$ cat config.mk
export PLATFORM = sky130hd
export DESIGN_NAME = one_wire_bus_master_unit_flat
export DESIGN_NICKNAME = d
export VERILOG_FILES = /design/src/sv/ow_pkg.sv /design/src/sv/ow_if.sv /design/src/sv/ow_cfg.sv /design/src/sv/ow_core.sv /design/src/sv/one_wire_bus_master_unit.sv /design/src/flat_wrapper.sv
export SDC_FILE = /design/constraint.sdc
export NUM_CORES = 1
export LEC_CHECK = 0
export BUFFER_PORTS_ARGS = -buffer_cell sky130_fd_sc_hd__buf_2
export CORE_MARGIN = 2
export CORE_UTILIZATION = 45
export CTS_CLUSTER_SIZE = 8
export DETAILED_ROUTE_END_ITERATION = 8
export GPL_ROUTABILITY_DRIVEN = 0
export HOLD_SLACK_MARGIN = 0.12
export PLACE_DENSITY = 0.71
export SETUP_SLACK_MARGIN = 0.5
export SLEW_MARGIN = 20
export SYNTH_ARGS = -nofsm -noshare
export SYNTH_HDL_FRONTEND = slang
export SYNTH_HIERARCHICAL = 1
export SYNTH_SLANG_ARGS = --single-unit
export TNS_END_PERCENT = 10
$ cat constraint.sdc
create_clock -name clk -period 7.9 [get_ports clk]
set_input_delay 1.58 -clock clk [delete_from_list [all_inputs] [get_ports clk]]
set_output_delay 1.58 -clock clk [all_outputs]
set_load 0.03 [all_outputs]
$ cat src/sv/ow_pkg.sv
// ----------------------------------------------------------------------------
// ow_pkg
// Shared types, constants and timing helpers of the 1-Wire bus master.
// ----------------------------------------------------------------------------
package ow_pkg;

	// width of the slot timer; durations saturate at 2^TIMER_BITS ticks
	localparam int TIMER_BITS = 10;
	localparam int CW         = TIMER_BITS + 1;
	localparam int TSPAN      = 1 << TIMER_BITS;
	localparam int TMAX       = TSPAN - 1;

	// widest configuration register
	localparam int CFG_DW = 10;

	// request codes
	localparam logic [2:0] REQ_TICK  = 3'd0;
	localparam logic [2:0] REQ_RESET = 3'd1;
	localparam logic [2:0] REQ_WRITE = 3'd2;
	localparam logic [2:0] REQ_READ  = 3'd3;
	localparam logic [2:0] REQ_TEMP  = 3'd4;

	// configuration register indexes
	localparam logic [2:0] CFG_RESET_LOW     = 3'd0;
	localparam logic [2:0] CFG_RELEASE_WAIT  = 3'd1;
	localparam logic [2:0] CFG_PRES_LIMIT    = 3'd2;
	localparam logic [2:0] CFG_LONG_SLOT     = 3'd3;
	localparam logic [2:0] CFG_SHORT_LOW     = 3'd4;
	localparam logic [2:0] CFG_READ_SAMPLE   = 3'd5;
	localparam logic [2:0] CFG_READ_RECOVERY = 3'd6;

	// reset values of the configuration registers
	localparam logic [9:0] RST_RESET_LOW     = 10'd750;
	localparam logic [7:0] RST_RELEASE_WAIT  = 8'd20;
	localparam logic [9:0] RST_PRES_LIMIT    = 10'd200;
	localparam logic [7:0] RST_LONG_SLOT     = 8'd60;
	localparam logic [3:0] RST_SHORT_LOW     = 4'd2;
	localparam logic [3:0] RST_READ_SAMPLE   = 4'd2;
	localparam logic [7:0] RST_READ_RECOVERY = 8'd50;

	// rom commands of the temperature sequence
	localparam logic [7:0] CMD_SKIP_ROM     = 8'hCC;
	localparam logic [7:0] CMD_CONVERT      = 8'h44;
	localparam logic [7:0] CMD_READ_SCRATCH = 8'hBE;

	// sequence steps of the temperature read
	localparam logic [3:0] STEP_NONE     = 4'd0;
	localparam logic [3:0] STEP_FIRST    = 4'd1;
	localparam logic [3:0] STEP_SKIP_A   = 4'd2;
	localparam logic [3:0] STEP_CONVERT  = 4'd3;
	localparam logic [3:0] STEP_RESET_B  = 4'd4;
	localparam logic [3:0] STEP_SKIP_B   = 4'd5;
	localparam logic [3:0] STEP_SCRATCH  = 4'd6;
	localparam logic [3:0] STEP_READ_LO  = 4'd7;
	localparam logic [3:0] STEP_READ_HI  = 4'd8;

	typedef struct packed {
		logic [9:0] reset_low_ticks;
		logic [7:0] release_wait_ticks;
		logic [9:0] presence_limit_ticks;
		logic [7:0] long_slot_ticks;
		logic [3:0] short_low_ticks;
		logic [3:0] read_sample_ticks;
		logic [7:0] read_recovery_ticks;
	} cfg_t;

	typedef struct packed {
		logic               drive_low;
		logic               busy_res;
		logic               done_res;
		logic               presence_fail;
		logic [7:0]         read_data;
		logic signed [15:0] temperature_raw;
	} res_t;

	// duration in ticks: zero acts as one, long values saturate at the timer span
	function automatic logic [CW-1:0] cap_dur(input logic [9:0] d);
		logic [16:0] dw;
		dw = 17'(d);
		if (d == 10'd0)
			cap_dur = CW'(1);
		else if (dw > 17'(TSPAN))
			cap_dur = CW'(TSPAN);
		else
			cap_dur = CW'(dw);
	endfunction

	// true on the last tick of a timed phase
	function automatic logic is_last(input logic [TIMER_BITS-1:0] tc, input logic [9:0] d);
		is_last = (CW'(tc) + CW'(1)) >= cap_dur(d);
	endfunction

	// presence timeout limited to the timer range
	function automatic logic [TIMER_BITS-1:0] pres_lim(input logic [9:0] d);
		logic [16:0] dw;
		dw = 17'(d);
		if (dw > 17'(TMAX))
			pres_lim = TIMER_BITS'(TMAX);
		else
			pres_lim = TIMER_BITS'(dw);
	endfunction

	// command byte sent at a write step of the temperature sequence
	function automatic logic [7:0] seq_byte(input logic [3:0] step);
		unique case (step)
			STEP_SKIP_A, STEP_SKIP_B: seq_byte = CMD_SKIP_ROM;
			STEP_CONVERT:             seq_byte = CMD_CONVERT;
			STEP_SCRATCH:             seq_byte = CMD_READ_SCRATCH;
			default:                  seq_byte = 8'h00;
		endcase
	endfunction

endpackage

$ cat src/sv/ow_if.sv
// ----------------------------------------------------------------------------
// ow_req_if / ow_res_if
// Valid/ready channels carrying tick items and result items.
// ----------------------------------------------------------------------------
interface ow_req_if;
	logic       valid;
	logic       ready;
	logic [2:0] req_type;
	logic [7:0] write_data;
	logic       bus_level;

	modport source (output valid, output req_type, output write_data, output bus_level,
		input ready);
	modport sink (input valid, input req_type, input write_data, input bus_level,
		output ready);
endinterface

interface ow_res_if;
	logic               valid;
	logic               ready;
	logic               drive_low;
	logic               busy_res;
	logic               done_res;
	logic               presence_fail;
	logic [7:0]         read_data;
	logic signed [15:0] temperature_raw;

	modport source (output valid, output drive_low, output busy_res, output done_res,
		output presence_fail, output read_data, output temperature_raw, input ready);
	modport sink (input valid, input drive_low, input busy_res, input done_res,
		input presence_fail, input read_data, input temperature_raw, output ready);
endinterface

$ cat src/sv/ow_cfg.sv
// ----------------------------------------------------------------------------
// ow_cfg
// Timing configuration registers with their reset values.
// ----------------------------------------------------------------------------
module ow_cfg (
	input  logic                      clk,
	input  logic                      arst_n,
	input  logic                      cfg_wr_en,
	input  logic [2:0]                cfg_index,
	input  logic [ow_pkg::CFG_DW-1:0] cfg_data,
	output ow_pkg::cfg_t              cfg
);
	import ow_pkg::*;

	cfg_t cfg_q;

	always_ff @(posedge clk or negedge arst_n) begin
		if (!arst_n) begin
			cfg_q.reset_low_ticks      <= RST_RESET_LOW;
			cfg_q.release_wait_ticks   <= RST_RELEASE_WAIT;
			cfg_q.presence_limit_ticks <= RST_PRES_LIMIT;
			cfg_q.long_slot_ticks      <= RST_LONG_SLOT;
			cfg_q.short_low_ticks      <= RST_SHORT_LOW;
			cfg_q.read_sample_ticks    <= RST_READ_SAMPLE;
			cfg_q.read_recovery_ticks  <= RST_READ_RECOVERY;
		end else if (cfg_wr_en) begin
			unique case (cfg_index)
				CFG_RESET_LOW:     cfg_q.reset_low_ticks      <= 10'(cfg_data);
				CFG_RELEASE_WAIT:  cfg_q.release_wait_ticks   <= 8'(cfg_data);
				CFG_PRES_LIMIT:    cfg_q.presence_limit_ticks <= 10'(cfg_data);
				CFG_LONG_SLOT:     cfg_q.long_slot_ticks      <= 8'(cfg_data);
				CFG_SHORT_LOW:     cfg_q.short_low_ticks      <= 4'(cfg_data);
				CFG_READ_SAMPLE:   cfg_q.read_sample_ticks    <= 4'(cfg_data);
				CFG_READ_RECOVERY: cfg_q.read_recovery_ticks  <= 8'(cfg_data);
				default: ;
			endcase
		end
	end

	assign cfg = cfg_q;

endmodule

$ cat src/sv/ow_core.sv
// ----------------------------------------------------------------------------
// ow_core
// Bus phase state machine: one tick of bus time per accepted item.
// ----------------------------------------------------------------------------
module ow_core (
	input  logic          clk,
	input  logic          arst_n,
	input  logic          step_en,
	input  logic [2:0]    req_type,
	input  logic [7:0]    write_data,
	input  logic          bus_level,
	input  ow_pkg::cfg_t  cfg,
	output ow_pkg::res_t  res
);
	import ow_pkg::*;

	typedef enum logic [3:0] {
		PH_IDLE, PH_RST_LOW, PH_RST_REL, PH_PRES_LOW, PH_PRES_HIGH,
		PH_WR_LOW, PH_WR_HIGH, PH_RD_LOW, PH_RD_WAIT, PH_RD_REC
	} phase_t;

	phase_t                ph_q, ph;
	logic [TIMER_BITS-1:0] tc_q, tc;
	logic [2:0]            bi_q, bi;
	logic [7:0]            sb_q, sb;
	logic [3:0]            st_q, st;
	logic [7:0]            lbl_q, lbl;
	logic [15:0]           tw_q, tw;
	logic                  pf_q, pf;
	logic [7:0]            lr_q, lr;
	logic                  fin, drv, item_end, active, bit0;
	logic [TIMER_BITS-1:0] lim;

	always_comb begin
		ph = ph_q; tc = tc_q; bi = bi_q; sb = sb_q; st = st_q;
		lbl = lbl_q; tw = tw_q; pf = pf_q; lr = lr_q;
		fin = 1'b0; drv = 1'b0; item_end = 1'b0;
		lim = pres_lim(cfg.presence_limit_ticks);

		// request from idle: this tick is already the first of the operation
		if (ph_q == PH_IDLE && (req_type == REQ_RESET || req_type == REQ_WRITE ||
			req_type == REQ_READ || req_type == REQ_TEMP)) begin
			bi = 3'd0;
			tc = '0;
			st = STEP_NONE;
			if (req_type == REQ_TEMP) begin
				st = STEP_FIRST;
				ph = PH_RST_LOW;
			end else if (req_type == REQ_RESET) begin
				ph = PH_RST_LOW;
			end else if (req_type == REQ_WRITE) begin
				sb = write_data;
				ph = PH_WR_LOW;
			end else begin
				sb = 8'h00;
				ph = PH_RD_LOW;
			end
		end

		active = (ph != PH_IDLE);
		bit0   = sb[0];

		if (active) begin
			unique case (ph)
				PH_RST_LOW: begin
					drv = 1'b1;
					if (is_last(tc, cfg.reset_low_ticks)) begin
						tc = '0;
						ph = (cfg.release_wait_ticks == 8'd0) ? PH_PRES_LOW : PH_RST_REL;
					end else
						tc = tc + 1'b1;
				end
				PH_RST_REL: begin
					if (is_last(tc, 10'(cfg.release_wait_ticks))) begin
						tc = '0;
						ph = PH_PRES_LOW;
					end else
						tc = tc + 1'b1;
				end
				PH_PRES_LOW, PH_PRES_HIGH: begin
					if (lim == '0) begin
						pf = 1'b1;
						item_end = 1'b1;
					end else if (bus_level == (ph == PH_PRES_HIGH)) begin
						if (ph == PH_PRES_HIGH) begin
							pf = 1'b0;
							item_end = 1'b1;
						end else begin
							tc = '0;
							ph = PH_PRES_HIGH;
						end
					end else begin
						tc = tc + 1'b1;
						if (tc >= lim) begin
							pf = 1'b1;
							item_end = 1'b1;
						end
					end
				end
				PH_WR_LOW: begin
					drv = 1'b1;
					if (is_last(tc, bit0 ? 10'(cfg.short_low_ticks)
						: 10'(cfg.long_slot_ticks))) begin
						tc = '0;
						ph = PH_WR_HIGH;
					end else
						tc = tc + 1'b1;
				end
				PH_WR_HIGH: begin
					if (is_last(tc, bit0 ? 10'(cfg.long_slot_ticks)
						: 10'(cfg.short_low_ticks))) begin
						sb = sb >> 1;
						if (bi == 3'd7)
							item_end = 1'b1;
						else begin
							bi = bi + 1'b1;
							tc = '0;
							ph = PH_WR_LOW;
						end
					end else
						tc = tc + 1'b1;
				end
				PH_RD_LOW: begin
					drv = 1'b1;
					if (is_last(tc, 10'(cfg.short_low_ticks))) begin
						tc = '0;
						ph = (cfg.read_sample_ticks == 4'd0) ? PH_RD_REC : PH_RD_WAIT;
					end else
						tc = tc + 1'b1;
				end
				PH_RD_WAIT: begin
					if (is_last(tc, 10'(cfg.read_sample_ticks))) begin
						tc = '0;
						ph = PH_RD_REC;
					end else
						tc = tc + 1'b1;
				end
				PH_RD_REC: begin
					// sample on the first recovery tick, lsb arrives first
					if (tc == '0)
						sb = {bus_level, sb[7:1]};
					if (is_last(tc, 10'(cfg.read_recovery_ticks))) begin
						if (bi == 3'd7) begin
							lr = sb;
							item_end = 1'b1;
						end else begin
							bi = bi + 1'b1;
							tc = '0;
							ph = PH_RD_LOW;
						end
					end else
						tc = tc + 1'b1;
				end
				default: begin
					tc = '0;
					ph = PH_IDLE;
				end
			endcase
		end

		// end of one byte or reset item: advance the temperature sequence or finish
		if (item_end) begin
			if (st == STEP_READ_LO)
				lbl = lr;
			if (st == STEP_READ_HI)
				tw = {lr, lbl};
			tc = '0;
			if (st >= STEP_FIRST && st <= STEP_READ_LO) begin
				st = st + 1'b1;
				bi = 3'd0;
				if (st == STEP_RESET_B)
					ph = PH_RST_LOW;
				else if (st == STEP_READ_LO || st == STEP_READ_HI) begin
					sb = 8'h00;
					ph = PH_RD_LOW;
				end else begin
					sb = seq_byte(st);
					ph = PH_WR_LOW;
				end
			end else begin
				st  = STEP_NONE;
				ph  = PH_IDLE;
				fin = 1'b1;
			end
		end
	end

	always_ff @(posedge clk or negedge arst_n) begin
		if (!arst_n) begin
			ph_q  <= PH_IDLE;
			tc_q  <= '0;
			bi_q  <= 3'd0;
			sb_q  <= 8'h00;
			st_q  <= STEP_NONE;
			lbl_q <= 8'h00;
			tw_q  <= 16'h0000;
			pf_q  <= 1'b0;
			lr_q  <= 8'h00;
		end else if (step_en) begin
			ph_q  <= ph;
			tc_q  <= tc;
			bi_q  <= bi;
			sb_q  <= sb;
			st_q  <= st;
			lbl_q <= lbl;
			tw_q  <= tw;
			pf_q  <= pf;
			lr_q  <= lr;
		end
	end

	always_comb begin
		res.drive_low       = drv;
		res.busy_res        = active && !fin;
		res.done_res        = fin;
		res.presence_fail   = pf;
		res.read_data       = lr;
		res.temperature_raw = signed'(tw);
	end

endmodule

$ cat src/sv/one_wire_bus_master_unit.sv
// ----------------------------------------------------------------------------
// one_wire_bus_master_unit
// 1-Wire bus master advanced by one microsecond tick per input item.
// ----------------------------------------------------------------------------
// Each item on req_ch is one microsecond of bus time: it carries the sampled
// line level and an optional request (reset+presence, write byte, read byte or
// the full temperature read). The block answers every item with exactly one
// result item on res_ch that tells whether to pull the bus low for that tick,
// plus busy/done status, the presence outcome, the last read byte and the last
// raw temperature word (signed, 1/16 degree units). Throughput is one item per
// clock while res_ch is ready: the phase machine in ow_core works out the next
// state and result of a tick, and an output register holds the result, so a
// new item is taken in the same cycle an earlier result leaves or while that
// register is empty; its result shows in the cycle after. Requests made while
// an operation runs are ignored, as are request codes above the temperature
// read. The user must write timing registers through the cfg port only while
// the block is idle (not enforced); durations saturate at 2^TIMER_BITS ticks.
// ----------------------------------------------------------------------------
module one_wire_bus_master_unit (
	input  logic                      clk,
	input  logic                      arst_n,
	ow_req_if.sink                    req_ch,
	ow_res_if.source                  res_ch,
	input  logic                      cfg_wr_en,
	input  logic [2:0]                cfg_index,
	input  logic [ow_pkg::CFG_DW-1:0] cfg_data
);
	import ow_pkg::*;

	cfg_t cfg;
	res_t core_res;
	res_t res_q;
	logic res_vld_q;
	logic accept;

	// output register empties or drains this cycle: take the next tick
	assign req_ch.ready = !res_vld_q || res_ch.ready;
	assign accept       = req_ch.valid && req_ch.ready;

	ow_cfg u_cfg (
		.clk       (clk),
		.arst_n    (arst_n),
		.cfg_wr_en (cfg_wr_en),
		.cfg_index (cfg_index),
		.cfg_data  (cfg_data),
		.cfg       (cfg)
	);

	// state only moves on an accepted tick
	ow_core u_core (
		.clk        (clk),
		.arst_n     (arst_n),
		.step_en    (accept),
		.req_type   (req_ch.req_type),
		.write_data (req_ch.write_data),
		.bus_level  (req_ch.bus_level),
		.cfg        (cfg),
		.res        (core_res)
	);

	// result register valid flag
	always_ff @(posedge clk or negedge arst_n) begin
		if (!arst_n) begin
			res_vld_q <= 1'b0;
		end else begin
			res_vld_q <= accept || (res_vld_q && !res_ch.ready);
		end
	end

	// result payload, no reset needed
	always_ff @(posedge clk) begin
		if (accept) begin
			res_q <= core_res;
		end
	end

	assign res_ch.valid           = res_vld_q;
	assign res_ch.drive_low       = res_q.drive_low;
	assign res_ch.busy_res        = res_q.busy_res;
	assign res_ch.done_res        = res_q.done_res;
	assign res_ch.presence_fail   = res_q.presence_fail;
	assign res_ch.read_data       = res_q.read_data;
	assign res_ch.temperature_raw = res_q.temperature_raw;

endmodule
$ cat src/flat_wrapper.sv
// flat-port wrapper written by rule: the top's interface ports become plain ports
module one_wire_bus_master_unit_flat import ow_pkg::*;
  (clk, arst_n, cfg_wr_en, cfg_index, cfg_data, req_ch_valid, req_ch_req_type, req_ch_write_data, req_ch_bus_level, req_ch_ready, res_ch_valid, res_ch_drive_low, res_ch_busy_res, res_ch_done_res, res_ch_presence_fail, res_ch_read_data, res_ch_temperature_raw, res_ch_ready);
  ow_req_if req_ch_i ();
  ow_res_if res_ch_i ();
  input  logic clk;
  input  logic arst_n;
  input  logic cfg_wr_en;
  input  logic [2:0] cfg_index;
  input  logic [ow_pkg::CFG_DW-1:0] cfg_data;
  input wire logic [$bits(req_ch_i.valid)-1:0] req_ch_valid;
  input wire logic [$bits(req_ch_i.req_type)-1:0] req_ch_req_type;
  input wire logic [$bits(req_ch_i.write_data)-1:0] req_ch_write_data;
  input wire logic [$bits(req_ch_i.bus_level)-1:0] req_ch_bus_level;
  output wire logic [$bits(req_ch_i.ready)-1:0] req_ch_ready;
  output wire logic [$bits(res_ch_i.valid)-1:0] res_ch_valid;
  output wire logic [$bits(res_ch_i.drive_low)-1:0] res_ch_drive_low;
  output wire logic [$bits(res_ch_i.busy_res)-1:0] res_ch_busy_res;
  output wire logic [$bits(res_ch_i.done_res)-1:0] res_ch_done_res;
  output wire logic [$bits(res_ch_i.presence_fail)-1:0] res_ch_presence_fail;
  output wire logic [$bits(res_ch_i.read_data)-1:0] res_ch_read_data;
  output wire logic [$bits(res_ch_i.temperature_raw)-1:0] res_ch_temperature_raw;
  input wire logic [$bits(res_ch_i.ready)-1:0] res_ch_ready;
  assign req_ch_i.valid = req_ch_valid;
  assign req_ch_i.req_type = req_ch_req_type;
  assign req_ch_i.write_data = req_ch_write_data;
  assign req_ch_i.bus_level = req_ch_bus_level;
  assign req_ch_ready = req_ch_i.ready;
  assign res_ch_valid = res_ch_i.valid;
  assign res_ch_drive_low = res_ch_i.drive_low;
  assign res_ch_busy_res = res_ch_i.busy_res;
  assign res_ch_done_res = res_ch_i.done_res;
  assign res_ch_presence_fail = res_ch_i.presence_fail;
  assign res_ch_read_data = res_ch_i.read_data;
  assign res_ch_temperature_raw = res_ch_i.temperature_raw;
  assign res_ch_i.ready = res_ch_ready;
  one_wire_bus_master_unit u_core (.clk(clk), .arst_n(arst_n), .req_ch(req_ch_i), .res_ch(res_ch_i), .cfg_wr_en(cfg_wr_en), .cfg_index(cfg_index), .cfg_data(cfg_data));
endmodule
# == Word level (Yosys, flattened, before mapping) ==
# Index checks and enable logic that the tools add are counted.
# op_classes
n_reduce_logical,37
addsub,4
n_mux,112
n_lt_le_gt_ge,10
eq_ne,30
# op_table
operator,n
$mux W8,22
$mux W11,14
$mux W10,15
$mux W4,21
$pmux W10 S8,1
$ge A11 B11 Y1,7
$logic_not A10 Y1,5
$eq A4 B3 Y1 const B,9
$mux W16,2
$pmux W4 S8,1
$mux W3,10
$pmux W8 S3,1
$mux W1,20
$eq A4 B2 Y1 const B,4
$eq A4 B4 Y1 const B,4
$logic_not A8 Y1,2
$pmux W8 S2,1
$reduce_and A2 Y1,8
$eq A3 B3 Y1 const B,5
$eq A3 B2 Y1 const B,4
$logic_not A4 Y1,3
$add A10 B1 Y11 const B,1
$add A10 B1 Y10 const B,1
$ge A10 B10 Y1,1
other kinds (17),31
# word_totals
output_inout_bits,30
input_bits,30
elab_cells,216
ff_bits,143

# == Depth between registers and ports, before layout ==
# logic_depth
word_depth,18
ltp_mapped,23
depth_no_buf,18

# == By module ==
# The synthesis kept the hierarchy.
# modules_own_cells
module,area_per_inst_um2,instances,seq_area_each_um2,cells_each
ow_core,6273.5,1,1551.5,800
ow_cfg,2026.9,1,1327.5,115
one_wire_bus_master_unit,894.6,1,865.8,32

# == Worst setup path after synthesis ==
# No wires, ideal clock.
# synth_path
path_type,input-to-reg
startpoint,input port req_ch_req_type[2]
endpoint,register u_core.res_q (netlist bit u_core/res_ch.temperature_raw[0]) (data pin)
arrival_time_ns,6.060
setup_time_ns,0.260
path_buffers,4
required_ns,7.640
stages,22
slack_ns,1.581
path_cell_list,clkbuf_1 > or3_1 > nand3_1 > clkbuf_1 > nand2_1 > inv_1 > ha_1 > clkbuf_1 > nand3_1 > xnor2_1 > or2_2 > inv_1 > ha_1 > a21o_1 > a2111oi_0 > o21a_1 > o21ai_0 > nand2b_1 > buf_2 > mux2i_1 > o21ai_0 > mux2_2
# synth_rtl
element,line,text
from (decl),flat_wrapper.sv:12,input wire logic [$bits(req_ch_i.req_type)-1:0] req_ch_req_type;
to (signal assigned),one_wire_bus_master_unit.sv:73,res_q <= core_res;
to (decl),one_wire_bus_master_unit.sv:32,res_t res_q;

==> results by stage <==
Outcome:
- The run finished with clean final reports.

Critical path:
- STA classifies the critical path startpoint as a primary input.
- The arrival time of the worst setup path is 7020 ps.
- For the worst setup path, the data required time is 8090 ps.
- Along the worst path, the maximum fanout reaches 16.
- The worst setup path is captured at a flip-flop.
- The startpoint-to-endpoint class of the critical path is in -> reg.

Global routing:
- The global routing stage identified its most utilized layer as met2.
- Across every metal layer, demand over resource in global routing totals 0.218.
- For this run, global-route usage on met2 was measured as 0.365.
- The first-pass GRT wire length is 37.8 mm.
- The via count of the first global-routing pass is 7,332.
- The met1 track demand over resource in global routing is 0.297.
- The initial antenna violation count is 0.
- The pin count of the biggest net entering global routing is 79.
- The total congestion overflow is 0.
- In the global route stage, met3 resource usage came out at 0.0379.

Synth:
- The area fraction in compound gates after synthesis is 0.161.
- The area share of the largest cell type after synthesis is 0.256.
- The netlist area before placement is 0.00920 mm².
- The adder-cell area share of the yosys netlist is 0.0939.
- Of the total synthesized cell area, the portion taken by AND, OR, NAND and NOR gates is 0.163.
- Counting flops with a built-in enable in the synthesized netlist gives 28.
- The synthesized area divided by synthesized cell count is 9.71 µm².
- The share of synthesized area spent on multiplexers is 0.116.
- Counting every net in the synthesized netlist gives 1,046.
- The post-synthesis register bit count is 143.
- The largest area contributor in the synthesized netlist is dfrtp_1.
- By area, the combinational part of the netlist is dominated by simple AND/OR/NAND/NOR gates.
- The post-synthesis cell type count is 82.
- In the synthesized netlist, the number of instances is 947.
- By count the netlist is led by dfrtp_1 (94), nand2_1 (75), a21oi_1 (69), ha_1 (69), nor2_1 (68).
- By area the synthesized netlist is led by dfrtp_1 (26%), ha_1 (9.4%), edfxtp_1 (9.1%).
- Of all flip-flops after synthesis, the portion carrying an async set or reset was 0.804.
- The total of warnings raised by yosys is 6.
- The register area share after synthesis is 0.407.
- The most used flip-flop cell after synthesis is dfrtp_1.
- The synthesized-area fraction occupied by xor and xnor cells is 0.00953.
- The most frequently used cell type in the post-synthesis netlist is dfrtp_1.

Layout:
- The number of inserted filler cells in the final layout is 1,813.
- The relative area change from synthesis to final layout is 11.9%.
- The fraction of final layout cells sized beyond drive strength 1 is 0.203.
- 0 antenna diodes ended up in the layout.
- Leaving out filler cells and counting taps, the final layout contains 1,272.
- At the end of the flow, the number of nets in the layout was 1,088.

Floorplanning:
- Measured along the x axis, the die boundary spans 147 µm.
- The area of the core region is 0.0202 mm².
- The floorplan step defined a die boundary enclosing 0.0216 mm².
- The initial core utilization is 0.456.
- During I/O placement, the number of pins put on the boundary was 60.
- The die extent in y is 147 µm.
- The number of rows in the core area is 52.

Job:
- Across the run, the number of max-cap violations was 0.

Clock tree:
- The TritonCTS clock tree is built.
- The setup fix buffers added after clock tree synthesis is 0.
- The number of buffers created by CTS is 17.
- After clock tree synthesis, the clock-pin slew on the worst setup and hold paths is 70 ps.
- The later pin in the worst-skew pair is clocked with a latency of 430 ps.
- For this design, the CTS-stage hold fixing added 0 buffers.
- The number of cells upsized or downsized after cts is 0.
- The buffer type at the clock tree root is clkbuf_16.
- In this run the number of H-tree levels came out at 4.
- The sink count of the clock tree is 143.
- No sink is reached through more buffers than the 2 on the longest clock path.

Timing:
- The final number of hold-violating endpoints came to 0.
- Derived from the worst setup path, the maximum achievable clock frequency is 146 MHz.
- Setup repair after global routing left no endpoint under its margin.
- After routing, the total negative slack on setup checks comes to 0 ps.
- Headroom to the max-slew limit came out at 0.266.
- The total of endpoints with negative setup slack in the final report is 0.
- The final critical delay including setup and external delays is 6830 ps.
- The largest clock skew in the final design is 10.8 ps.
- At the pin with the least slew margin, the transition time is 1100 ps.
- The final count of pins violating max slew is 0.
- The final critical-path share of the clock period is 0.865.

Detailed routing:
- The final routed DRC violation total is 0.
- The violation count after the first detailed-route iteration is 455.
- The average wire per standard cell is 18.1 µm.
- The count of nets left with antenna violations once routing finished came out at 0.
- The number of detailed-route iterations in the first pass is 6.
- Summing over every cut layer, the via total after detailed routing is 7,421.
- The total wirelength of the detailed-routed design is 23.0 mm.
- The detail-routed via count per cell is 5.83.

Pwr:
- The share of total power consumed by net switching is 0.425.
- Dividing total power by cell area gives a power density of 326 mW/mm².
- The reported net switching power is 1.42 mW.
- The clock network fraction of design power is 0.238.
- The part of the power in combinational logic is 0.447.
- The power share of the sequential group is 0.315.
- The internal portion of the total power is 1.93 mW.
- The maximum VDD drop is 0.000231 V.
- The total power is 3.35 mW.
- The total leakage power is 4.64 nW.

Placement:
- The detailed-placement wirelength estimate is 16.2 mm.
- The total of buffers placed on input and output ports is 59.
- The cell count after placement is 1,240.

Min path:
- In this run the worst hold path is classified as reg -> reg.
[registers in the layout, indices dropped and copies added (netlist names), 3 cells and up]
name,cells
u_core/u_cfg/cfg,52
u_core/res_ch.temperature_raw,16
u_core/u_core/tw_q,16
u_core/u_core/tc_q,10
u_core/res_ch.read_data,8
u_core/u_core/lbl_q,8
u_core/u_core/lr_q,8
u_core/u_core/sb_q,8
u_core/u_core/ph_q,4
u_core/u_core/st_q,4
u_core/u_core/bi_q,3
[layout by cell type (no fill, tap or decap), types with 58 or more instances in the layout]
cell type	count
dfrtp_1	94
nand2_1	75
a21oi_1	69
ha_1	69
nor2_1	68
o21ai_0	62
inv_1	61
mux2_2	60
buf_2	58
[worst paths after layout]
check                                  startpoint                          endpoint  slack (ps)  cells after the start
min                        u_core/u_core/tw_q[11]            u_core/u_core/tw_q[11]         490                      2
min in group asynchronous                  arst_n               u_core/u_cfg/cfg[2]        1230                      1
max                            req_ch_req_type[0]  u_core/res_ch.temperature_raw[2]        1070                     20
max in group asynchronous                  arst_n             u_core/u_core/st_q[0]        5490                      2
max reg2reg                 u_core/u_core/ph_q[0]  u_core/res_ch.temperature_raw[2]        1820                     20
min reg2reg                u_core/u_core/tw_q[11]            u_core/u_core/tw_q[11]         490                      2
[power by group through the flow]
stage	registers (mW)	clock network [mW]	logic, mW
finish	1.06	0.799	1.50
global route	1.08	0.844	1.67
CTS	1.05	0.812	1.48
detailed placement	1.06	0	1.46
global placement	1.06	0	1.43
floorplan	1.01	0	1.12
[cell type report]
cell class / count / area (µm²) / area share
flip-flops and latches: 143 / 3740 / 0.364
clock inverters: 15 / 164 / 0.0159
repair buffers: 71 / 388 / 0.0377
clock buffers: 17 / 425 / 0.0413
inverters: 61 / 229 / 0.0222
multi-input cells: 695 / 5000 / 0.486
well taps: 270 / 338 / 0.0328
[layer usage]
metal | wire length [µm] | vias to the layer above
met5 | 0 | -
met4 | 233 | 0
met3 | 1150 | 25
met2 | 11100 | 245
met1 | 10500 | 3612
li1 | - | 3539
[per-stage QoR]
| stage | utilization | hold WS, ps | area (µm²) | setup WS (ps) |
|---|---|---|---|---|
| finish | 0.510 | 485 | 10300 | 1070 |
| floorplan | - | 450 | 9200 | 1580 |
| global route | 0.510 | 511 | 10300 | 788 |
| global placement | 0.481 | 464 | 9700 | 972 |
| CTS | 0.510 | 490 | 10300 | 1200 |
| detailed placement | 0.481 | 473 | 9700 | 757 |
[critical path, stage by stage]
cell and delay [ps]:
buf_2 200, or3_1 410, nand3_1 100, buf_4 200
nand2_1 120, inv_1 340, ha_1 370, nand3_1 160
xnor2_1 150, or2_2 310, inv_1 230, ha_1 290
a21o_1 160, a2111oi_0 520, o21a_1 240, o21ai_0 150
nand2b_1 480, mux2i_1 510, o21ai_0 190, mux2_2 290
[kinds of logic after synthesis]
logic type,count (synthesis)
and+or+nand+nor,286
AOI/OAI and AO/OA,232
DFF,143
buffers and inverters,109
muxes,98
adders and majority gates,69
xor gates and xnor gates,10
(Power assumes the default switching activity.)
